$ cat src/hdl/mvt_pkg.sv
`default_nettype none
// ----------------------------------------------------------------------------
// mvt_pkg: shared types and constants for the 3x3 matrix-vector transform
// Default widths, register indexes and the lane pipeline control bundle.
// ----------------------------------------------------------------------------
package mvt_pkg;

    localparam int VEC_WIDTH_DEF      = 32;
    localparam int COEF_WIDTH_DEF     = 18;
    localparam int COEF_FRAC_BITS_DEF = 16;

    // Three components per vector, three rows/columns per matrix
    localparam int NUM_LANES = 3;

    // Configuration register indexes
    typedef enum logic [1:0] {
        CFG_ROW0 = 2'd0,
        CFG_ROW1 = 2'd1,
        CFG_ROW2 = 2'd2
    } cfg_reg_t;

    // Per-item operating mode
    localparam logic MODE_DIRECT    = 1'b0;
    localparam logic MODE_TRANSPOSE = 1'b1;

    // Load enables for the lane pipeline registers
    typedef struct packed {
        logic adv_prod;
        logic adv_sum;
    } lane_ctrl_t;

endpackage : mvt_pkg
`default_nettype wire

$ cat src/hdl/mvt_lane.sv
`default_nettype none
// ----------------------------------------------------------------------------
// mvt_lane: one output component of the transform
// Three coefficient-by-component products, registered, then their exact sum.
// ----------------------------------------------------------------------------
module mvt_lane
    import mvt_pkg::*;
#(
    parameter int VEC_WIDTH  = VEC_WIDTH_DEF,
    parameter int COEF_WIDTH = COEF_WIDTH_DEF,
    localparam int PROD_W    = VEC_WIDTH + COEF_WIDTH,
    localparam int SUM_W     = PROD_W + 2
)
(
    input  wire                               clk,
    input  wire lane_ctrl_t                   ctrl,
    input  wire logic signed [VEC_WIDTH-1:0]  vec  [NUM_LANES],
    input  wire logic signed [COEF_WIDTH-1:0] coef [NUM_LANES],
    output logic signed [SUM_W-1:0]           sum
);

    logic signed [PROD_W-1:0] prod_reg [NUM_LANES];
    logic signed [PROD_W-1:0] prod_next [NUM_LANES];
    logic signed [SUM_W-1:0]  sum_reg;
    logic signed [SUM_W-1:0]  sum_next;

    always_comb
    begin
        for (int j = 0; j < NUM_LANES; j++)
        begin
            prod_next[j] = vec[j] * coef[j];
        end
    end

    always_ff @(posedge clk)
    begin
        if (ctrl.adv_prod)
        begin
            prod_reg <= prod_next;
        end
    end

    // Products are sign-extended to the full sum width; the sum is exact
    assign sum_next = SUM_W'(prod_reg[0]) + SUM_W'(prod_reg[1]) + SUM_W'(prod_reg[2]);

    always_ff @(posedge clk)
    begin
        if (ctrl.adv_sum)
        begin
            sum_reg <= sum_next;
        end
    end

    assign sum = sum_reg;

endmodule : mvt_lane
`default_nettype wire

$ cat config.mk
export PLATFORM = sky130hd
export DESIGN_NAME = mvt_lane
export DESIGN_NICKNAME = d
export VERILOG_FILES = /design/src/hdl/mvt_pkg.sv /design/src/hdl/mvt_lane.sv
export SDC_FILE = /design/constraint.sdc
export NUM_CORES = 2
export LEC_CHECK = 0
export ABC_AREA = 1
export BUFFER_PORTS_ARGS = -buffer_cell sky130_fd_sc_hd__buf_2
export CORE_MARGIN = 2
export CORE_UTILIZATION = 47
export DETAILED_ROUTE_END_ITERATION = 10
export GPL_TIMING_DRIVEN = 1
export HOLD_SLACK_MARGIN = 0.1
export PLACE_DENSITY = 0.6
export SYNTH_ARGS = -nofsm -noshare
export SYNTH_HDL_FRONTEND = slang
export SYNTH_SLANG_ARGS = --single-unit
$ cat constraint.sdc
create_clock -name clk -period 16.6 [get_ports clk]
set_input_delay 1.66 -clock clk [delete_from_list [all_inputs] [get_ports clk]]
set_output_delay 1.66 -clock clk [all_outputs]
set_load 0.01 [all_outputs]
=== Word-level counts from Yosys, hierarchy flattened ===
Index checks and enable logic that the tools add are counted.
Widths: inputs -> output; s select.

* Output and inout bits: 52
* Word-level logic and storage cells: 9
* Register bits after elaboration: 202
* Bits of input ports: 153

* Add/sub/neg operators: 2
* $mul: 3

{| class="wikitable"
|+ Operators with widths
! kind !! count
|-
| $mul 32x18->50 || 3
|-
| $add 51x50->52 || 1
|-
| $add 50x50->51 || 1
|}

=== Depth between registers and ports, before layout ===
* Depth after elaboration: 2
* Gate-level depth with buffers: 29

=== Worst setup path before layout ===
No wires, ideal clock.

* Kind: input -> register
* From: input vec[31] in the netlist's numbering
* To: register prod_reg[47] in the netlist's numbering, data pin
* Stages on the path: 22
* Path buffers: 2
* Data arrival time: 6779 ps
* Path slack: 9568 ps
* Required time: 16347 ps
* Library setup time: 253 ps
* Path through: clkbuf_1 > clkbuf_1 > nand2_1 > fa_1 > inv_1 > fa_1 > fa_1 > fa_1 > inv_1 > fa_1 > inv_1 > fa_1 > ha_1 > nand2_1 > inv_1 > nand2_1 > nor3_1 > nand2_1 > nor2_1 > nand2_1 > nand4_1 > nand2_1

{| class="wikitable"
|+ RTL lines
! item !! RTL line !! RTL
|-
| start: declaration || mvt_lane.sv:17 || <nowiki>input wire logic signed [VEC_WIDTH-1:0] vec [NUM_LANES],</nowiki>
|-
| end signal: assignment || mvt_lane.sv:39 || <nowiki>prod_reg <= prod_next;</nowiki>
|-
| end: declaration || mvt_lane.sv:22 || <nowiki>logic signed [PROD_W-1:0] prod_reg [NUM_LANES];</nowiki>
|}

==> flow_summary.json <==
{
  "run_status": "finished clean",
  "die_y_microns": 407,
  "clock-sinks": 202,
  "critical_path_fanout_max": 32,
  "core.rowCount": 148,
  "worst_pin_slew_ns": 0.974,
  "largest_register_ff_count": 150,
  "vias_per_cell": 4.91,
  "placeableCoreArea_sq_mm": 0.162,
  "critical_path_arrival_ns": 7.76,
  "fin_crit_sh_pct": 45.1,
  "grt_remaining_overflow": 0,
  "hold_viol_final": 0,
  "clock_skew_ns": 0.0156,
  "fin_crit_ns": 7.49,
  "post-synth-top-area-fraction_pct": 44.8,
  "rsz0062_at_grt": "no",
  "r2r_cells": 11,
  "yosys-top-cells-count": "3167 x sky130_fd_sc_hd__inv_1, 3072 x sky130_fd_sc_hd__nand2_1, 1710 x sky130_fd_sc_hd__fa_1",
  "timing.max_slew.rel_slack_pct": 35.1,
  "report.final.setup_viol": 0,
  "cts_inserted_buffers": 24,
  "final_max_slew_viol_count": 0,
  "synthTopCellsByArea": "sky130_fd_sc_hd__fa_1 45%, sky130_fd_sc_hd__inv_1 16%, sky130_fd_sc_hd__nand2_1 15%, sky130_fd_sc_hd__edfxtp_1 7.9%, sky130_fd_sc_hd__ha_1 6.8%",
  "synthesis.nets": 12337,
  "antenna_found_initial": 6,
  "cts-root-buf": "sky130_fd_sc_hd__clkbuf_16",
  "seq_area_frac_synth_pct": 7.93,
  "avgRoutedWirePerCell_microns": 17.7,
  "maximum_number_of_pins_on_one_net_before_global_route_repair": 93,
  "cp_slowest_cell": "sky130_fd_sc_hd__buf_2",
  "maxCapViolations": 0,
  "portBuffers": 204,
  "htree_num_levels": 1,
  "yosysWarningCount": 0,
  "yosys_top_cell_by_area": "sky130_fd_sc_hd__fa_1",
  "yosys.cell_types.count": 36,
  "finalNetCount": 12220,
  "track_usage_pct": 26.6,
  "detailedRoute.firstIterationViolations": 3951,
  "cp.buffers_inverters": 6,
  "holdPathStages": 2,
  "dieArea_sq_mm": 0.166,
  "cts_tree": "built",
  "initial_utilization_pct": 47.1,
  "hold_path_class": "reg -> reg",
  "cp_top_family": "adder cells",
  "async_flop_share_pct": 0,
  "critical_path.reg2reg.endpoint": "sum[50]",
  "cts_repair_resize_count": 0,
  "timing.critical_path.slowest_cell_delay_ns": 0.57,
  "synth_cells": 10061,
  "io-pin-count": 205,
  "setup_tns_ns": 0,
  "mappedNetlistArea_sq_mm": 0.0765,
  "worst_r2r_src": "prod_reg[44]",
  "post_cts_buffers": 0,
  "first_global_vias": 63175,
  "post_route_cells_drive_above_1_share_pct": 3.96,
  "cts.reportedPaths.clkPinSlew_ns": 0.06,
  "critPathLaunch": "coef[18]",
  "synth_edf_count": 202,
  "post_synthesis_register_bit_count": 202,
  "critical_path_required_ns": 16.87,
  "worstHoldEndpoint": "sum[1]",
  "post-dp-hpwl_mm": 184,
  "wl_mm": 215,
  "most_common_cell_in_the_netlist": "sky130_fd_sc_hd__inv_1",
  "routabilityCongestion": 0.975,
  "via_count": 59570,
  "drc": 0,
  "clk-insertion-delay-late_ns": 0.55,
  "criticalPathCategory": "in -> reg",
  "yosys_most_used_dff": "sky130_fd_sc_hd__edfxtp_1",
  "die_width_microns": 407,
  "worst_setup_slack_for_register_to_register_paths_ns": 13.22,
  "crit_path_start_kind": "primary input",
  "hold_path_startpoint": "prod_reg[1]",
  "grt_pass1_wl_mm": 349,
  "avgSynthCellArea_sq_um": 7.60,
  "path_cells": "buf_2, nand2_1, inv_1, fa_1, fa_1, ha_1, inv_1, fa_1, inv_1, fa_1, inv_1, fa_1, inv_1, ha_1, nand2_1, nor2_1, nand2_1, nor2_1, nand3_1, nand4_1, nand2_1",
  "cts-root-to-sink-buffers": 3,
  "timing.fmax_mhz": 134,
  "syn2layout_area_growth_pct": 4.20,
  "antenna_violating_nets_post_route": 0,
  "critical_path.endpoint_type": "register",
  "detail_route.first_pass.iterations": 6,
  "post_cts_hold_buffer_count": 0
}
## worst register-to-register path, stage by stage, from the launching register on
cell	delay [ns]
sky130_fd_sc_hd__edfxtp_1	0.51
sky130_fd_sc_hd__fa_1	0.52
sky130_fd_sc_hd__ha_1	0.46
sky130_fd_sc_hd__nand2_1	0.15
sky130_fd_sc_hd__inv_1	0.09
sky130_fd_sc_hd__nand2_1	0.09
sky130_fd_sc_hd__nor3_1	0.68
sky130_fd_sc_hd__nand2_1	0.20
sky130_fd_sc_hd__nor2_2	0.15
sky130_fd_sc_hd__nand2_2	0.07
sky130_fd_sc_hd__nand4_1	0.08
sky130_fd_sc_hd__nand2_1	0.11
## cell families after synthesis
family,Yosys count,synth area share [%]
flops,202,7.93
buf+inv,3534,17.3
simple gates,3812,19.8
xor+xnor,129,1.48
fa+ha+maj,2123,51.5
compound gates,261,1.92
## metal layers
metal,track usage (%),vias up,wire length (microns),part of all wire [%]
met3,2.73,278,12600,5.8
met4,5.69,0,5270,2.5
met5,0,-,0,0
met2,44.1,1751,101000,47
met1,37.8,29804,96200,45
li1,-,27737,-,-
## how the worst max path moves through the flow
stage / slack [ns] / cells past startpoint / end
2_1_floorplan: 9.57 / 22 / prod_reg[47]
3_3_place_gp: 8.51 / 21 / prod_reg[91]
3_5_place_dp: 8.63 / 21 / prod_reg[91]
4_1_cts: 9.16 / 21 / prod_reg[91]
5_1_grt: 8.73 / 21 / prod_reg[91]
6_report: 9.11 / 21 / prod_reg[90]
## per-stage QoR
stage,setup WS (ns),hold slack (ns),cells,utilization [%],instance area (sq um)
after floorplan,9.57,0.680,10061,-,76500
after global placement,8.51,0.754,12093,48.7,78900
after detailed placement,8.63,0.770,12093,48.7,78900
after CTS,9.16,0.796,12135,49.1,79700
after global routing,8.73,0.848,12137,49.1,79700
final,9.11,0.781,12137,49.1,79700
## layout by cell type (no fill, tap or decap), drive strengths merged
cell and instances:
diode 2, o21ai 51, or2 18, nand3 186, xor2 81, a21oi 177
buf 211, nand2 3097, o21a 1, inv 3181, nor3b 1, bufinv 1
xnor2 48, ha 413, and2 1, nor3 25, clkbuf 29, nor2 422
fa 1710, nand3b 6, a21o 6, o21bai 20, clkinv 11, a31oi 1
o211ai 5, nand4 56, edfxtp 202
## cell type report
type,instances,area (sq um)
timing repair buffer,211,1080
tap,2175,2720
fill,16242,82500
multi-input combinational,6325,57100
clock inverter,13,96.3
inverter,3180,11900
antenna,2,5.00
clock buffer,29,641
sequential,202,6070
Power is not shown: default switching activity piles up to over one toggle a cycle in this logic, so the estimate is an artifact.
